==> src/rtl/ttint_pkg.sv <==
// Package for the thermistor table interpolator: field widths, register
// indexes, the breakpoint ROM and the divider request and response types.
// It depends on nothing else.
package ttint_pkg;

  localparam int ROM_ROWS          = 39;
  localparam int TABLE_ENTRIES_DEF = 39;
  localparam int CODE_W            = 10;
  localparam int TEMP_W            = 12;
  localparam int DEG_W             = 9;
  localparam int CLASS_W           = 2;
  localparam int IDX_W             = 6;
  localparam int NUM_W             = 16;
  localparam int DEN_W             = CODE_W;
  localparam int CFG_IDX_W         = 1;
  localparam int STEP_TENTHS       = 50;
  localparam int DEG_SCALE         = 10;
  localparam int COLD_RESET        = 250;
  localparam int HOT_RESET         = 300;

  localparam logic [CFG_IDX_W-1:0] REG_COLD_LIMIT = 1'b0;
  localparam logic [CFG_IDX_W-1:0] REG_HOT_LIMIT  = 1'b1;

  localparam logic [CLASS_W-1:0] CLASS_COLD   = 2'd0;
  localparam logic [CLASS_W-1:0] CLASS_NORMAL = 2'd1;
  localparam logic [CLASS_W-1:0] CLASS_HOT    = 2'd2;

  typedef struct packed {
    logic             start;
    logic [NUM_W-1:0] num;
    logic [DEN_W-1:0] den;
  } div_req_t;

  typedef struct packed {
    logic             done;
    logic [NUM_W-1:0] quot;
  } div_rsp_t;

  function automatic logic signed [DEG_W-1:0] rom_deg(input logic [IDX_W-1:0] idx);
    logic signed [DEG_W-1:0] d;
    case (idx)
      6'd0:    d = -9'sd40;
      6'd1:    d = -9'sd35;
      6'd2:    d = -9'sd30;
      6'd3:    d = -9'sd25;
      6'd4:    d = -9'sd20;
      6'd5:    d = -9'sd15;
      6'd6:    d = -9'sd10;
      6'd7:    d = -9'sd5;
      6'd8:    d = 9'sd0;
      6'd9:    d = 9'sd5;
      6'd10:   d = 9'sd10;
      6'd11:   d = 9'sd15;
      6'd12:   d = 9'sd20;
      6'd13:   d = 9'sd25;
      6'd14:   d = 9'sd30;
      6'd15:   d = 9'sd35;
      6'd16:   d = 9'sd40;
      6'd17:   d = 9'sd45;
      6'd18:   d = 9'sd50;
      6'd19:   d = 9'sd55;
      6'd20:   d = 9'sd60;
      6'd21:   d = 9'sd65;
      6'd22:   d = 9'sd70;
      6'd23:   d = 9'sd75;
      6'd24:   d = 9'sd80;
      6'd25:   d = 9'sd85;
      6'd26:   d = 9'sd90;
      6'd27:   d = 9'sd95;
      6'd28:   d = 9'sd100;
      6'd29:   d = 9'sd105;
      6'd30:   d = 9'sd110;
      6'd31:   d = 9'sd115;
      6'd32:   d = 9'sd120;
      6'd33:   d = 9'sd125;
      6'd34:   d = 9'sd130;
      6'd35:   d = 9'sd135;
      6'd36:   d = 9'sd140;
      6'd37:   d = 9'sd145;
      6'd38:   d = 9'sd150;
      default: d = 9'sd0;
    endcase
    return d;
  endfunction

  function automatic logic [CODE_W-1:0] rom_adc(input logic [IDX_W-1:0] idx);
    logic [CODE_W-1:0] a;
    case (idx)
      6'd0:    a = 10'd30;
      6'd1:    a = 10'd41;
      6'd2:    a = 10'd55;
      6'd3:    a = 10'd73;
      6'd4:    a = 10'd96;
      6'd5:    a = 10'd124;
      6'd6:    a = 10'd157;
      6'd7:    a = 10'd196;
      6'd8:    a = 10'd240;
      6'd9:    a = 10'd289;
      6'd10:   a = 10'd342;
      6'd11:   a = 10'd398;
      6'd12:   a = 10'd455;
      6'd13:   a = 10'd512;
      6'd14:   a = 10'd566;
      6'd15:   a = 10'd619;
      6'd16:   a = 10'd667;
      6'd17:   a = 10'd712;
      6'd18:   a = 10'd752;
      6'd19:   a = 10'd788;
      6'd20:   a = 10'd819;
      6'd21:   a = 10'd847;
      6'd22:   a = 10'd870;
      6'd23:   a = 10'd891;
      6'd24:   a = 10'd909;
      6'd25:   a = 10'd924;
      6'd26:   a = 10'd937;
      6'd27:   a = 10'd948;
      6'd28:   a = 10'd958;
      6'd29:   a = 10'd966;
      6'd30:   a = 10'd974;
      6'd31:   a = 10'd980;
      6'd32:   a = 10'd985;
      6'd33:   a = 10'd989;
      6'd34:   a = 10'd993;
      6'd35:   a = 10'd997;
      6'd36:   a = 10'd1000;
      6'd37:   a = 10'd1002;
      6'd38:   a = 10'd1005;
      default: a = 10'd0;
    endcase
    return a;
  endfunction

  function automatic logic signed [TEMP_W-1:0] rom_tenths(input logic [IDX_W-1:0] idx);
    logic signed [TEMP_W-1:0] d;
    d = TEMP_W'(rom_deg(idx));
    return d * TEMP_W'(DEG_SCALE);
  endfunction

endpackage

==> src/rtl/ttint_div.sv <==
// Bit-serial restoring divider for the interpolation step, one quotient bit
// per cycle. Depends on ttint_pkg for widths and the request/response types.
module ttint_div (
  input  logic                clk,
  input  logic                rst_n,
  input  ttint_pkg::div_req_t req,
  output ttint_pkg::div_rsp_t rsp
);

  localparam int CNT_W = $clog2(ttint_pkg::NUM_W + 1);

  logic [ttint_pkg::NUM_W-1:0] q_r, q_nxt;
  logic [ttint_pkg::DEN_W-1:0] rem_r, rem_nxt;
  logic [ttint_pkg::DEN_W-1:0] den_r, den_nxt;
  logic [CNT_W-1:0]            cnt_r, cnt_nxt;
  logic                        done_r, done_nxt;
  logic [ttint_pkg::DEN_W:0]   trial;
  logic [ttint_pkg::DEN_W:0]   diff;
  logic                        ge;

  always_comb begin
    trial    = {rem_r, q_r[ttint_pkg::NUM_W-1]};
    diff     = trial - {1'b0, den_r};
    ge       = (trial >= {1'b0, den_r});
    q_nxt    = q_r;
    rem_nxt  = rem_r;
    den_nxt  = den_r;
    cnt_nxt  = cnt_r;
    done_nxt = 1'b0;
    if (req.start) begin
      q_nxt   = req.num;
      rem_nxt = '0;
      den_nxt = req.den;
      cnt_nxt = CNT_W'(ttint_pkg::NUM_W);
    end else if (cnt_r != '0) begin
      q_nxt    = {q_r[ttint_pkg::NUM_W-2:0], ge};
      rem_nxt  = ge ? diff[ttint_pkg::DEN_W-1:0] : trial[ttint_pkg::DEN_W-1:0];
      cnt_nxt  = cnt_r - 1'b1;
      done_nxt = (cnt_r == CNT_W'(1));
    end
  end

  always_ff @(posedge clk) begin
    if (!rst_n) begin
      cnt_r  <= '0;
      done_r <= 1'b0;
    end else begin
      cnt_r  <= cnt_nxt;
      done_r <= done_nxt;
    end
    q_r   <= q_nxt;
    rem_r <= rem_nxt;
    den_r <= den_nxt;
  end

  assign rsp.done = done_r;
  assign rsp.quot = q_r;

endmodule

==> src/rtl/thermistor_table_interpolator.sv <==
// Thermistor table interpolator: turns a 10-bit converter code into a temperature in
// tenths of a degree, a cold/normal/hot class and an out-of-table flag. It handles one
// transaction at a time. Codes below or at the first breakpoint, or above the last one,
// skip the table walk and the division; other codes go through the table walk, which
// reads one ROM row per cycle, and then through the bit-serial divider, and take
// longer the further along the table the interval that holds the code lies. A finished
// result sits in the output register while the next transaction is accepted. Uses
// ttint_pkg and ttint_div.
module thermistor_table_interpolator #(
  parameter int TABLE_ENTRIES = ttint_pkg::TABLE_ENTRIES_DEF
) (
  input  logic                                 clk,
  input  logic                                 rst_n,
  input  logic                                 in_valid,
  output logic                                 in_ready,
  input  logic [ttint_pkg::CODE_W-1:0]         in_adc_code,
  output logic                                 out_valid,
  input  logic                                 out_ready,
  output logic signed [ttint_pkg::TEMP_W-1:0]  out_temp_tenths,
  output logic [ttint_pkg::CLASS_W-1:0]        out_colour_class,
  output logic                                 out_out_of_range,
  input  logic                                 cfg_we,
  input  logic [ttint_pkg::CFG_IDX_W-1:0]      cfg_index,
  input  logic [ttint_pkg::TEMP_W-1:0]         cfg_wdata
);

  localparam int ROWS_CAP = (TABLE_ENTRIES > ttint_pkg::ROM_ROWS) ?
                            ttint_pkg::ROM_ROWS : TABLE_ENTRIES;
  localparam int ROWS     = (ROWS_CAP < 2) ? 2 : ROWS_CAP;
  localparam logic [ttint_pkg::IDX_W-1:0] LAST_IDX = ttint_pkg::IDX_W'(ROWS - 1);

  typedef enum logic [4:0] {
    ST_IDLE  = 5'b00001,
    ST_CHECK = 5'b00010,
    ST_SCAN  = 5'b00100,
    ST_DIV   = 5'b01000,
    ST_OUT   = 5'b10000
  } state_t;

  state_t                              state_r, state_nxt;
  logic [ttint_pkg::CODE_W-1:0]        code_r, code_nxt;
  logic [ttint_pkg::IDX_W-1:0]         idx_r, idx_nxt;
  logic signed [ttint_pkg::TEMP_W-1:0] base_r, base_nxt;
  logic signed [ttint_pkg::TEMP_W-1:0] temp_r, temp_nxt;
  logic                                flag_r, flag_nxt;
  logic signed [ttint_pkg::TEMP_W-1:0] cold_r, cold_nxt;
  logic signed [ttint_pkg::TEMP_W-1:0] hot_r, hot_nxt;
  logic                                out_valid_r, out_valid_nxt;
  logic signed [ttint_pkg::TEMP_W-1:0] out_temp_r, out_temp_nxt;
  logic [ttint_pkg::CLASS_W-1:0]       out_class_r, out_class_nxt;
  logic                                out_flag_r, out_flag_nxt;

  logic [ttint_pkg::CODE_W-1:0]        lo_adc;
  logic [ttint_pkg::CODE_W-1:0]        hi_adc;
  logic [ttint_pkg::CODE_W-1:0]        first_adc;
  logic [ttint_pkg::CODE_W-1:0]        last_adc;
  logic [ttint_pkg::CODE_W-1:0]        span;
  logic [ttint_pkg::CODE_W-1:0]        off;
  logic                                hit;
  logic                                out_free;
  logic [ttint_pkg::CLASS_W-1:0]       cls;
  ttint_pkg::div_req_t                 div_req;
  ttint_pkg::div_rsp_t                 div_rsp;

  ttint_div u_div (
    .clk   (clk),
    .rst_n (rst_n),
    .req   (div_req),
    .rsp   (div_rsp)
  );

  always_comb begin
    lo_adc    = ttint_pkg::rom_adc(idx_r);
    hi_adc    = ttint_pkg::rom_adc(idx_r + 1'b1);
    first_adc = ttint_pkg::rom_adc('0);
    last_adc  = ttint_pkg::rom_adc(LAST_IDX);
    span      = hi_adc - lo_adc;
    off       = code_r - lo_adc;
    hit       = (code_r <= hi_adc);
    out_free  = !out_valid_r || out_ready;

    if (temp_r < cold_r) begin
      cls = ttint_pkg::CLASS_COLD;
    end else if (temp_r < hot_r) begin
      cls = ttint_pkg::CLASS_NORMAL;
    end else begin
      cls = ttint_pkg::CLASS_HOT;
    end

    div_req.start = (state_r == ST_SCAN) && hit;
    div_req.num   = ttint_pkg::NUM_W'(off) * ttint_pkg::NUM_W'(ttint_pkg::STEP_TENTHS);
    div_req.den   = span;

    state_nxt     = state_r;
    code_nxt      = code_r;
    idx_nxt       = idx_r;
    base_nxt      = base_r;
    temp_nxt      = temp_r;
    flag_nxt      = flag_r;
    cold_nxt      = cold_r;
    hot_nxt       = hot_r;
    out_valid_nxt = out_valid_r && !out_ready;
    out_temp_nxt  = out_temp_r;
    out_class_nxt = out_class_r;
    out_flag_nxt  = out_flag_r;

    if (cfg_we) begin
      case (cfg_index)
        ttint_pkg::REG_COLD_LIMIT: cold_nxt = cfg_wdata;
        ttint_pkg::REG_HOT_LIMIT:  hot_nxt  = cfg_wdata;
        default: ;
      endcase
    end

    case (state_r)
      ST_IDLE: begin
        if (in_valid) begin
          code_nxt  = in_adc_code;
          state_nxt = ST_CHECK;
        end
      end
      ST_CHECK: begin
        idx_nxt = '0;
        if (code_r < first_adc) begin
          temp_nxt  = ttint_pkg::rom_tenths('0);
          flag_nxt  = 1'b1;
          state_nxt = ST_OUT;
        end else if (code_r == first_adc) begin
          temp_nxt  = ttint_pkg::rom_tenths('0);
          flag_nxt  = 1'b0;
          state_nxt = ST_OUT;
        end else if (code_r > last_adc) begin
          temp_nxt  = ttint_pkg::rom_tenths(LAST_IDX);
          flag_nxt  = 1'b1;
          state_nxt = ST_OUT;
        end else begin
          flag_nxt  = 1'b0;
          state_nxt = ST_SCAN;
        end
      end
      ST_SCAN: begin
        if (hit) begin
          base_nxt  = ttint_pkg::rom_tenths(idx_r);
          state_nxt = ST_DIV;
        end else begin
          idx_nxt = idx_r + 1'b1;
        end
      end
      ST_DIV: begin
        if (div_rsp.done) begin
          temp_nxt  = base_r + $signed(ttint_pkg::TEMP_W'(div_rsp.quot));
          state_nxt = ST_OUT;
        end
      end
      ST_OUT: begin
        if (out_free) begin
          out_valid_nxt = 1'b1;
          out_temp_nxt  = temp_r;
          out_class_nxt = cls;
          out_flag_nxt  = flag_r;
          state_nxt     = ST_IDLE;
        end
      end
      default: begin
        state_nxt = ST_IDLE;
      end
    endcase
  end

  always_ff @(posedge clk) begin
    if (!rst_n) begin
      state_r     <= ST_IDLE;
      out_valid_r <= 1'b0;
      cold_r      <= ttint_pkg::TEMP_W'(ttint_pkg::COLD_RESET);
      hot_r       <= ttint_pkg::TEMP_W'(ttint_pkg::HOT_RESET);
    end else begin
      state_r     <= state_nxt;
      out_valid_r <= out_valid_nxt;
      cold_r      <= cold_nxt;
      hot_r       <= hot_nxt;
    end
    code_r      <= code_nxt;
    idx_r       <= idx_nxt;
    base_r      <= base_nxt;
    temp_r      <= temp_nxt;
    flag_r      <= flag_nxt;
    out_temp_r  <= out_temp_nxt;
    out_class_r <= out_class_nxt;
    out_flag_r  <= out_flag_nxt;
  end

  assign in_ready         = (state_r == ST_IDLE);
  assign out_valid        = out_valid_r;
  assign out_temp_tenths  = out_temp_r;
  assign out_colour_class = out_class_r;
  assign out_out_of_range = out_flag_r;

endmodule

==> config.mk <==
export PLATFORM = sky130hd
export DESIGN_NAME = thermistor_table_interpolator
export DESIGN_NICKNAME = d
export VERILOG_FILES = /design/src/rtl/ttint_pkg.sv /design/src/rtl/ttint_div.sv /design/src/rtl/thermistor_table_interpolator.sv
export SDC_FILE = /design/constraint.sdc
export NUM_CORES = 1
export LEC_CHECK = 0
export BUFFER_PORTS_ARGS = -buffer_cell sky130_fd_sc_hd__buf_2
export CELL_PAD_IN_SITES_DETAIL_PLACEMENT = 1
export CELL_PAD_IN_SITES_GLOBAL_PLACEMENT = 2
export CORE_MARGIN = 3
export CORE_UTILIZATION = 43
export DETAILED_ROUTE_END_ITERATION = 7
export GPL_TIMING_DRIVEN = 0
export PLACE_DENSITY_LB_ADDON = 0.1
export SYNTH_ARGS = -nofsm -noshare
export SYNTH_HDL_FRONTEND = slang
export SYNTH_HIERARCHICAL = 1
export SYNTH_SLANG_ARGS = --single-unit
==> constraint.sdc <==
create_clock -name clk -period 9 [get_ports clk]
set_input_delay 1.8 -clock clk [delete_from_list [all_inputs] [get_ports clk]]
set_output_delay 1.8 -clock clk [all_outputs]
set_load 0.1 [all_outputs]
==> run metrics, run 1 <==
cell leakage power between 0.005 and 0.006 uW; core area 24,400 um2; Final period util 73.7%; Reg clk slew, reported paths 60 ps; final hold violations 0; CP Capture Type flop; number of global-route vias before repair approximately 9,200; CTS hold repair buffers 0; FILL cells 2,865; worst vdd ir ~0.00027 V; Slew HR between 30% and 40%; Starting Density a little over two fifths; CP arrival a little under 7000 ps; total number of vias 8,676; unrepaired setup endpoints after global routing no; CP max stage cell a22oi_1; sequential fraction of the synthesis area a little over a third; Syn Inst Count between 1,000 and 1,500; layout cell share with drive strength beyond 1 10.7%; CTS tree yes; FP Rows 57; Crit Path Class reg -> reg; final WL 29.7 mm; Hold WC Path Type reg -> reg; Power Density 376 nW/um2; design internal power around 2500 uW; gpl congestion 0.869; syn_nets 1,359; Worst Hold Depth 0; Ports 45; Syn Area/Cell 9.06 um2; Nets roughly 1,400; total negative slack 0 ps; Detail Route Antenna Nets 0; final setup fails 0; CTS Buffer Depth 2; Die Width 164 um; logic gate share of total power between 60% and 70%; clock skew around 12 ps; max cap viols 0; CTS H-tree lvls 4; clock share of power ~16%; sw frac between 40 and 50%; worst r2r src idx_r[1]$_DFFE_PN_; Worst path max stage delay around 800 ps; Worst setup startpoint idx_r[1]$_DFFE_PN_; die area 26,800 um2; drt wl/cell 18.8 um; Starting DRT DRC Count 330; Crit Path Max Fanout 10; Pre-Repair DR Iteration Count 5; Crit. path cell count 22; post-DR vias/cell between 5 and 6; first-pass GRT wire length 48.7 mm; clock latency on the worst-skew pair about 420 ps; R2R depth 22; final hold slack 449 ps; Sw Pwr 1980 uW; max-slew violations 0; total congestion overflow 0; Seq pwr share a little over a fifth; Sink Count 146; Synth Cell Area about 11,000 um2; DR DRC count 0; Synth area leader edfxtp_1; Diodes inserted 0; Synth Warn # 6; fin cells 1,582; FMAX ~0.15 GHz; CTS buffer count 17; Netlist cell types 84; CP Buf/Inv Count 6; area share of the largest cell type after synthesis between 20% and 30%; Tmin final between 6000 and 7000 ps; Root Buffer clkbuf_16; Slew @ Worst Pin 1010 ps; pin count of the biggest net entering global routing 17; initial antenna violation count 0; Yosys reg bits ~150; CP cell instances ha_1 -> clkbuf_1 -> xor2_1 -> clkbuf_1 -> a21oi_1 -> o311ai_0 -> o21ai_0 -> inv_1 -> ha_1 -> nand2b_1 -> a211oi_1 -> a2111o_1 -> and2_4 -> buf_6 -> a22oi_1 -> inv_1 -> ha_1 -> clkbuf_1 -> nand2b_1 -> a21oi_1 -> nor2_1 -> o31ai_1; chip height between 150 and 200 um; status complete, no violations; placed insts 1,550; startpoint type of the worst setup path flop; EDFF count, synth 81; area grow syn2layout 11.5%; PostCTS Resize Cnt 0; FFs w/ async S/R, synth 0%; postcts setup bufs 0; largest cells by area after synthesis edfxtp_1 (23%), ha_1 (16%), dfxtp_1 (12%); GRT Overall Usage roughly 23%; CP top delay family compound AO/OA/AOI/OAI gates; DP HPWL ~24 mm; IO Port Bufs 44; CP required 9310 ps; Top FF cell, synth edfxtp_1
## routing by layer
metal  track usage (%)  wire (um)  up-vias
li1                  -          -     4339
met1              29.8      13700     4172
met2              40.0      14600      123
met3              2.90        765       42
met4              6.38        607        0
met5                 0          0        -
## synth_stat cells, drive strengths merged, types with 5 or more instances
| library cell | count |
|---|---|
| a211oi | 11 |
| nand4 | 8 |
| or2 | 5 |
| nor2 | 83 |
| fa | 10 |
| a32oi | 5 |
| xor2 | 21 |
| a21boi | 5 |
| nand3 | 32 |
| o211ai | 19 |
| a21o | 29 |
| nand2b | 14 |
| o21a | 5 |
| a31oi | 8 |
| dfxtp | 65 |
| xnor2 | 36 |
| o21bai | 14 |
| o22ai | 5 |
| inv | 114 |
| nor3 | 26 |
| nor3b | 6 |
| a21oi | 98 |
| nand3b | 5 |
| and3 | 12 |
| or3 | 6 |
| clkbuf | 30 |
| buf | 18 |
| and2 | 7 |
| nor2b | 11 |
| o31ai | 10 |
| mux2 | 16 |
| nand2 | 105 |
| edfxtp | 81 |
| o21ai | 69 |
| a311oi | 6 |
| ha | 140 |
## cell families after synthesis
kind of cell	share of synthesized area, %
adders and majority gates	18.2
and+or+nand+nor	14.6
other	0.0350
muxes	2.06
buffers and inverters	6.15
xor gates and xnor gates	4.89
AOI/OAI and AO/OA	19.1
DFF	34.9
## state kept, by name, indices dropped and copies added (netlist names), 11 cells and up, named ones only
register	count
u_div/q_r	16
base_r	11
cold_r	12
out_temp_tenths	12
hot_r	12
temp_r	12
## through the flow
step / util [%] / area [um2] / power (uW) / worst slack [ps]
detailed placement: 46.5 / 11300 / 3730 / 2320
global route: 48.9 / 11900 / 4980 / 1810
CTS: 48.9 / 11900 / 4530 / 2330
global placement: 46.4 / 11300 / 3660 / 1280
floorplan: - / 10700 / 3120 / 3320
finish: 48.9 / 11900 / 4480 / 2370
## power groups by stage
| stage | clock (uW) | sequential [uW] | combinational [uW] |
|---|---|---|---|
| 6_report | 709 | 985 | 2790 |
| 5_1_grt | 751 | 997 | 3230 |
| 4_1_cts | 725 | 984 | 2820 |
| 3_5_place_dp | 0 | 995 | 2730 |
| 3_3_place_gp | 0 | 990 | 2670 |
| 2_1_floorplan | 0 | 952 | 2170 |
## cells in the final DEF (no fill, tap or decap), types with 32 or more instances in the layout
| master | n |
|---|---|
| nand2_1 | 105 |
| edfxtp_1 | 81 |
| buf_2 | 56 |
| nand3_1 | 32 |
| dfxtp_1 | 65 |
| inv_1 | 113 |
| o21ai_0 | 60 |
| nor2_1 | 82 |
| a21oi_1 | 93 |
| xnor2_1 | 36 |
| ha_1 | 140 |
## path summary, 6_finish.rpt
| path | endpoint | slack [ps] |
|---|---|---|
| worst max-delay path | lo_adc[7]$_DFF_P_ | 2370 |
| worst min-delay path | base_r[1]$_DFFE_PP_ | 450 |
| worst max register to register | lo_adc[7]$_DFF_P_ | 2370 |
| worst min register to register | base_r[1]$_DFFE_PP_ | 450 |
## cell type report
class                      count  area, um2  share of cell area [%]
clock buffer                  19        433                    3.63
timing repair buffer          45        235                    1.97
inverter                     115        432                    3.62
sequential                   146       3730                    31.3
clock inverter                13        149                    1.25
buffer                        48        226                    1.90
multi-input combinational    872       6320                    52.9
tap                          324        405                    3.40
## worst register-to-register path, delay by kind of cell, from the launching register on
kind / cells / cell delay (ps)
AND/OR/NAND/NOR: 4 / 600
buffers and inverters: 6 / 1490
AO/OA/AOI/OAI: 8 / 2580
flip-flops: 1 / 470
adder cells (fa/ha/maj): 3 / 720
XOR/XNOR: 1 / 700
(Power assumes the default switching activity.)
==> run 2: changes to the inputs <==
- CORE_UTILIZATION: 43 -> 36
- clock period: 9 -> 5.65 ns (I/O delays scaled with it)
==> run 2 against run 1 <==
  * Final area grew 4.1%
  * Critical endpoint is now lo_adc[0]$_DFF_P_
  * Routed wire length grew 4.6%
  * Non-clock buffer count grew 17
==> run metrics, run 2 (synthesis gave the netlist of run 1 again) <==
fin cells 1,662 (was 1,582); Detail Route Antenna Nets 0 (unchanged); CTS tree yes (unchanged); chip height 178 um (was 164 um); status complete, no violations (unchanged); Final period util 96.2% (was 73.7%); CTS buffer count 17 (unchanged); Reg with most FFs u_div/q_r (unchanged); final hold slack 445 ps (was 449 ps); CP top delay family compound AO/OA/AOI/OAI gates (unchanged); CTS H-tree lvls 4 (unchanged); layout cell share with drive strength beyond 1 15.0% (was 10.7%); DP HPWL 24.4 mm (was 23.8 mm); Power Density 584 nW/um2 (was 376 nW/um2); first-pass GRT wire length 49.3 mm (was 48.7 mm); Worst path max stage delay 530 ps (was 800 ps); drt wl/cell 18.7 um (was 18.8 um); final WL 31.1 mm (was 29.7 mm); Crit Path Max Fanout 10 (unchanged); FP Rows 62 (was 57); Sink Count 146 (unchanged); Root Buffer clkbuf_16 (unchanged); Slew @ Worst Pin 941 ps (was 1010 ps); CTS hold repair buffers 0 (unchanged); Die Width 178 um (was 164 um); final hold violations 0 (unchanged); Placed Instance Area 11,400 um2 (was 11,300 um2); placed insts 1,609 (was 1,550); R2R depth 24 (was 22); Slew HR 36.6% (was 32.6%); IO Port Bufs 44 (unchanged); CP Capture Type flop (unchanged); Final Cell Area 12,400 um2 (was 11,900 um2); commonest non-fill, non-tap cells in the layout ha_1 (136), inv_1 (109), nand2_1 (105), a21oi_1 (92), nor2_1 (82) (was ha_1 (140), inv_1 (113), nand2_1 (105), a21oi_1 (93), nor2_1 (82)); startpoint type of the worst setup path flop (unchanged); CP required 5960 ps (was 9310 ps); post-DR vias/cell 5.30 (was 5.48); Hold WC Path Type reg -> reg (unchanged); CP max stage cell a2111o_2 (was a22oi_1); max cap viols 0 (unchanged); WHS Endpoint base_r[2]$_DFFE_PP_ (was base_r[1]$_DFFE_PP_); worst vdd ir 0.000425 V (was 0.000269 V); final setup fails 0 (unchanged); Ports 45 (unchanged); internal reg-to-reg setup slack 220 ps (was 2370 ps); CP most frequent cell nor2_1; Reg clk slew, reported paths 60 ps (about the same); CTS Buffer Depth 2 (unchanged); clock skew 13.6 ps (was 11.9 ps); Reg-to-Reg End lo_adc[0]$_DFF_P_ (was lo_adc[7]$_DFF_P_); Worst Hold Depth 0 (unchanged); core area 29,000 um2 (was 24,400 um2); Register Area 3730 um2 (unchanged); multi-input combinational cell area 6510 um2 (was 6320 um2); commonest non-fill, non-tap cell in the layout ha_1 (unchanged); Nets 1,442 (was 1,423); cell leakage power 0.00530 uW (was 0.00514 uW); clock latency on the worst-skew pair 430 ps (was 420 ps); Starting DRT DRC Count 387 (was 330); area grow syn2layout 16.1% (was 11.5%); number of global-route vias before repair 8,874 (was 9,242); gpl congestion 0.836 (was 0.869); FMAX 0.184 GHz (was 0.151 GHz); DR DRC count 0 (unchanged); pin count of the biggest net entering global routing 17 (unchanged); Starting Density 36.9% (was 43.9%); Crit Path Class reg -> reg (unchanged); total congestion overflow 0 (unchanged); GRT Overall Usage 19.8% (was 22.9%); initial antenna violation count 1 (was 0); total number of vias 8,808 (was 8,676); CP arrival 5740 ps (was 6950 ps); max-slew violations 0 (unchanged); CP cell instances buf_6 -> clkinvlp_4 -> buf_4 -> nor2_1 -> a211o_1 -> nand2_1 -> nor2_1 -> a21oi_1 -> nor2_1 -> o311a_1 -> o32a_1 -> ha_1 -> a21oi_1 -> o21ai_1 -> a2111o_2 -> and2_4 -> buf_6 -> a22oi_2 -> buf_4 -> ha_1 -> and2_4 -> a21oi_2 -> o21ai_0 -> a32o_1 (was ha_1 -> clkbuf_1 -> xor2_1 -> clkbuf_1 -> a21oi_1 -> o311ai_0 -> o21ai_0 -> inv_1 -> ha_1 -> nand2b_1 -> a211oi_1 -> a2111o_1 -> and2_4 -> buf_6 -> a22oi_1 -> inv_1 -> ha_1 -> clkbuf_1 -> nand2b_1 -> a21oi_1 -> nor2_1 -> o31ai_1); FILL cells 3,408 (was 2,865); CP Buf/Inv Count 5 (was 6); Pre-Repair DR Iteration Count 4 (was 5); worst r2r src idx_r[1]$_DFFE_PN_ (unchanged); die area 31,800 um2 (was 26,800 um2); Tmin final 5430 ps (was 6630 ps); number of flip-flops in the largest register 16 (unchanged)
[run 2: cell count changes in the layout (fill, tap and decap cells not counted), sizes merged, moves of 3 or more]
cell | previous run | this run
buf | 63 | 87
clkbuf | 49 | 43
clkinvlp | 0 | 3
inv | 121 | 115
[run 2: stage by stage]
stage / setup TNS, ps / util (%) / power, uW / setup slack (ps)
final: 0 / 42.8 / 7260 / 216
after global placement: -65320 / 39.3 / 5910 / -1560
after detailed placement: -65300 / 39.3 / 5970 / -1580
after floorplan: 0 / - / 4970 / 382
after global routing: -62.2 / 42.8 / 8070 / -20.7
after CTS: 0 / 42.2 / 7320 / 19.7
[run 2: timing repair]
action,4_1_cts,5_1_grt
setup buffers,10,11
pin swaps,3,6
resized for setup,26,33
endpoints found under the setup margin,66,41
cloned,1,1
[run 2: worst max-delay path by stage]
stage / slack [ps] / cells after the start / start / endpoint
after floorplan: 380 / 16 / idx_r[1]$_DFFE_PN_ / u_div/q_r[0]$_DFFE_PP_
after global placement: -1560 / 16 / idx_r[1]$_DFFE_PN_ / u_div/q_r[1]$_DFFE_PP_
after detailed placement: -1580 / 16 / idx_r[1]$_DFFE_PN_ / u_div/q_r[2]$_DFFE_PP_
after CTS: 20 / 22 / idx_r[1]$_DFFE_PN_ / lo_adc[0]$_DFF_P_
after global routing: -20 / 23 / idx_r[1]$_DFFE_PN_ / lo_adc[2]$_DFF_P_
final: 220 / 24 / idx_r[1]$_DFFE_PN_ / lo_adc[0]$_DFF_P_
[run 2: report_power, final]
group	internal (uW)	leakage, uW	switching (uW)
clock	742	0.000311	480
sequential	1400	0.00128	158
combinational	1970	0.00371	2500
[run 2: area by class of cell]
cell class,instances,share of cell area (%)
inverter,115,3.59
clock buffer,20,3.77
clock inverter,12,1.36
sequential,146,30.1
timing repair buffer,65,3.04
buffer,45,1.90
tap,384,3.87
multi-input combinational,874,52.4
antenna,1,0.0201
[run 2: metal layers]
layer	up-vias	global-route usage [%]	wire length [um]
li1	4406	-	-
met1	4247	26.1	14700
met2	114	33.4	15000
met3	39	3.47	786
met4	2	5.68	578
met5	-	0	13
==> run 3: changes to the inputs <==
- CORE_ASPECT_RATIO: not set -> 0.75
==> run 3 against run 2 <==
  * Sequential power barely moved
  * Combinational power increased by 1%
  * First-iteration DRC count up 31%
  * Count of clock-buffer cells in the layout fell by 3
  * Sequential cell count did not move
  * Largest cell class unchanged
  * Final area rose by 0.51%
  * Largest power group unchanged
  * Sequential share of layout area down 0.15 points
  * Setup slack better by 45 ps
  * Clock power fell by 7%
  * Maximum frequency is 0.84% higher
  * Critical path depth unchanged
  * Critical path type unchanged
  * Core utilization is 0.77 points higher
==> run metrics, run 3 (synthesis gave the netlist of run 1 again) <==
IO Port Bufs 44 (unchanged); total power 7220 uW (was 7260 uW); pin count of the biggest net entering global routing 17 (unchanged); Pre-Repair DR Iteration Count 5 (was 4); Crit Path Class reg -> reg (unchanged); layout cell share with drive strength beyond 1 15.8% (was 15.0%); worst slack at placement -1700 ps (was -1580 ps); Sink Count 146 (unchanged); commonest non-fill, non-tap cell in the layout ha_1 (unchanged); core area 28,600 um2 (was 29,000 um2); CTS Buffer Depth 2 (unchanged); status complete, no violations (unchanged); final setup fails 0 (unchanged); CTS buffer count 17 (unchanged); final worst slack 261 ps (was 216 ps); post-DR vias/cell 5.29 (was 5.30); Detail Route Antenna Nets 0 (unchanged); final hold violations 0 (unchanged); FP Rows 53 (was 62); Power Density 578 nW/um2 (was 584 nW/um2); gpl congestion 0.831 (was 0.836); max-slew violations 0 (unchanged); Slew HR 37.1% (was 36.6%); CP top delay family compound AO/OA/AOI/OAI gates (unchanged); final WL 32.2 mm (was 31.1 mm); CP required 5950 ps (was 5960 ps); CP arrival 5690 ps (was 5740 ps); total number of vias 8,843 (was 8,808); CP Buf/Inv Count 7 (was 5); WHS Endpoint base_r[2]$_DFFE_PP_ (unchanged); internal reg-to-reg setup slack 260 ps (was 220 ps); drt wl/cell 19.3 um (was 18.7 um); commonest non-fill, non-tap cells in the layout ha_1 (136), inv_1 (110), nand2_1 (105), a21oi_1 (93), edfxtp_1 (81) (was ha_1 (136), inv_1 (109), nand2_1 (105), a21oi_1 (92), nor2_1 (82)); Die Width 205 um (was 178 um); Ports 45 (unchanged); placed insts 1,610 (was 1,609); CTS H-tree lvls 4 (unchanged); max cap viols 0 (unchanged); final hold slack 447 ps (was 445 ps); Tmin final 5390 ps (was 5430 ps); worst vdd ir 0.000423 V (was 0.000425 V); area grow syn2layout 16.7% (was 16.1%); Final period util 95.4% (was 96.2%); FMAX 0.186 GHz (was 0.184 GHz); Reg-to-Reg End lo_adc[3]$_DFF_P_ (was lo_adc[0]$_DFF_P_); Starting DRT DRC Count 507 (was 387); Crit Path Max Fanout 10 (unchanged); CTS hold repair buffers 0 (unchanged); number of global-route vias before repair 8,842 (was 8,874); first-pass GRT wire length 50.8 mm (was 49.3 mm); Reg with most FFs u_div/q_r (unchanged); Diodes inserted 0 (was 1); Starting Density 37.3% (was 36.9%); clock latency on the worst-skew pair 440 ps (was 430 ps); GRT Overall Usage 20.5% (was 19.8%); CP Capture Type flop (unchanged); Worst Hold Depth 0 (unchanged); initial antenna violation count 0 (was 1); CTS tree yes (unchanged); DP HPWL 25.2 mm (was 24.4 mm); CP max stage cell edfxtp_1 (was a2111o_2); number of flip-flops in the largest register 16 (unchanged); Nets 1,452 (was 1,442); R2R depth 24 (unchanged); worst r2r src idx_r[1]$_DFFE_PN_ (unchanged); die area 31,800 um2 (about the same); cell leakage power 0.00533 uW (was 0.00530 uW); FILL cells 3,391 (was 3,408); chip height 155 um (was 178 um); Worst path max stage delay 460 ps (was 530 ps); DR DRC count 0 (unchanged); Slew @ Worst Pin 944 ps (was 941 ps); fin cells 1,672 (was 1,662); total congestion overflow 0 (unchanged); CP cell instances buf_4 -> clkinvlp_4 -> ha_1 -> buf_2 -> nand2_1 -> a21oi_1 -> a31oi_1 -> or2_2 -> o211ai_1 -> inv_1 -> ha_1 -> a211oi_1 -> nor2_1 -> a2111o_2 -> buf_4 -> and2_4 -> buf_6 -> a22oi_2 -> buf_4 -> ha_1 -> and2_4 -> a211oi_1 -> a21oi_1 -> o211ai_1 (was buf_6 -> clkinvlp_4 -> buf_4 -> nor2_1 -> a211o_1 -> nand2_1 -> nor2_1 -> a21oi_1 -> nor2_1 -> o311a_1 -> o32a_1 -> ha_1 -> a21oi_1 -> o21ai_1 -> a2111o_2 -> and2_4 -> buf_6 -> a22oi_2 -> buf_4 -> ha_1 -> and2_4 -> a21oi_2 -> o21ai_0 -> a32o_1); Core Util, Final 43.6% (was 42.8%); Root Buffer clkbuf_16 (unchanged); Crit. path cell count 24 (unchanged); startpoint type of the worst setup path flop (unchanged); clock skew 8.10 ps (was 13.6 ps); Reg clk slew, reported paths 60 ps (about the same); Hold WC Path Type reg -> reg (unchanged)
## run 3: layout make-up
class                      instances  area [um2]  share of cell area [%]
clock inverter                    15         159                    1.27
inverter                         115         445                    3.57
sequential                       146        3730                    29.9
tap                              385         482                    3.86
multi-input combinational        873        6510                    52.1
clock buffer                      17         425                    3.41
buffer                            45         233                    1.86
timing repair buffer              76         498                    3.99
## run 3: worst max path at each step
stage / start / to / slack, ps
4_1_cts: idx_r[1]$_DFFE_PN_ / u_div/q_r[3]$_DFFE_PP_ / 20
2_1_floorplan: idx_r[1]$_DFFE_PN_ / u_div/q_r[0]$_DFFE_PP_ / 380
3_3_place_gp: idx_r[1]$_DFFE_PN_ / u_div/q_r[1]$_DFFE_PP_ / -1610
3_5_place_dp: idx_r[1]$_DFFE_PN_ / u_div/q_r[1]$_DFFE_PP_ / -1700
5_1_grt: idx_r[1]$_DFFE_PN_ / lo_adc[2]$_DFF_P_ / -20
6_report: idx_r[1]$_DFFE_PN_ / lo_adc[3]$_DFF_P_ / 260
## run 3: report_power, final
group          switching, uW  total, uW  internal (uW)
logic                   2530       4520           1990
clock network            483       1140            653
registers                161       1570           1400
## run 3: metal layers
metal  vias up  global-route usage, %  part of all wire (%)
li1       4417                      -                     -
met1      4300                   31.3                    53
met2        98                   30.3                    43
met3        28                   2.70                   2.4
met4         0                   5.40                   1.4
met5         -                      0                     0
## run 3: what timing repair did
item	4_1_cts	5_1_grt
setup endpoints to repair	87	51
resized for setup	26	34
gates cloned	1	0
buffers inserted	8	24
pin swaps	3	8
## run 3: through the flow
step / cell area (um2) / setup TNS (ps)
global placement: 11400 / -65140
finish: 12500 / 0
detailed placement: 11400 / -68350
CTS: 12200 / 0
floorplan: 10700 / 0
global route: 12500 / -19.3
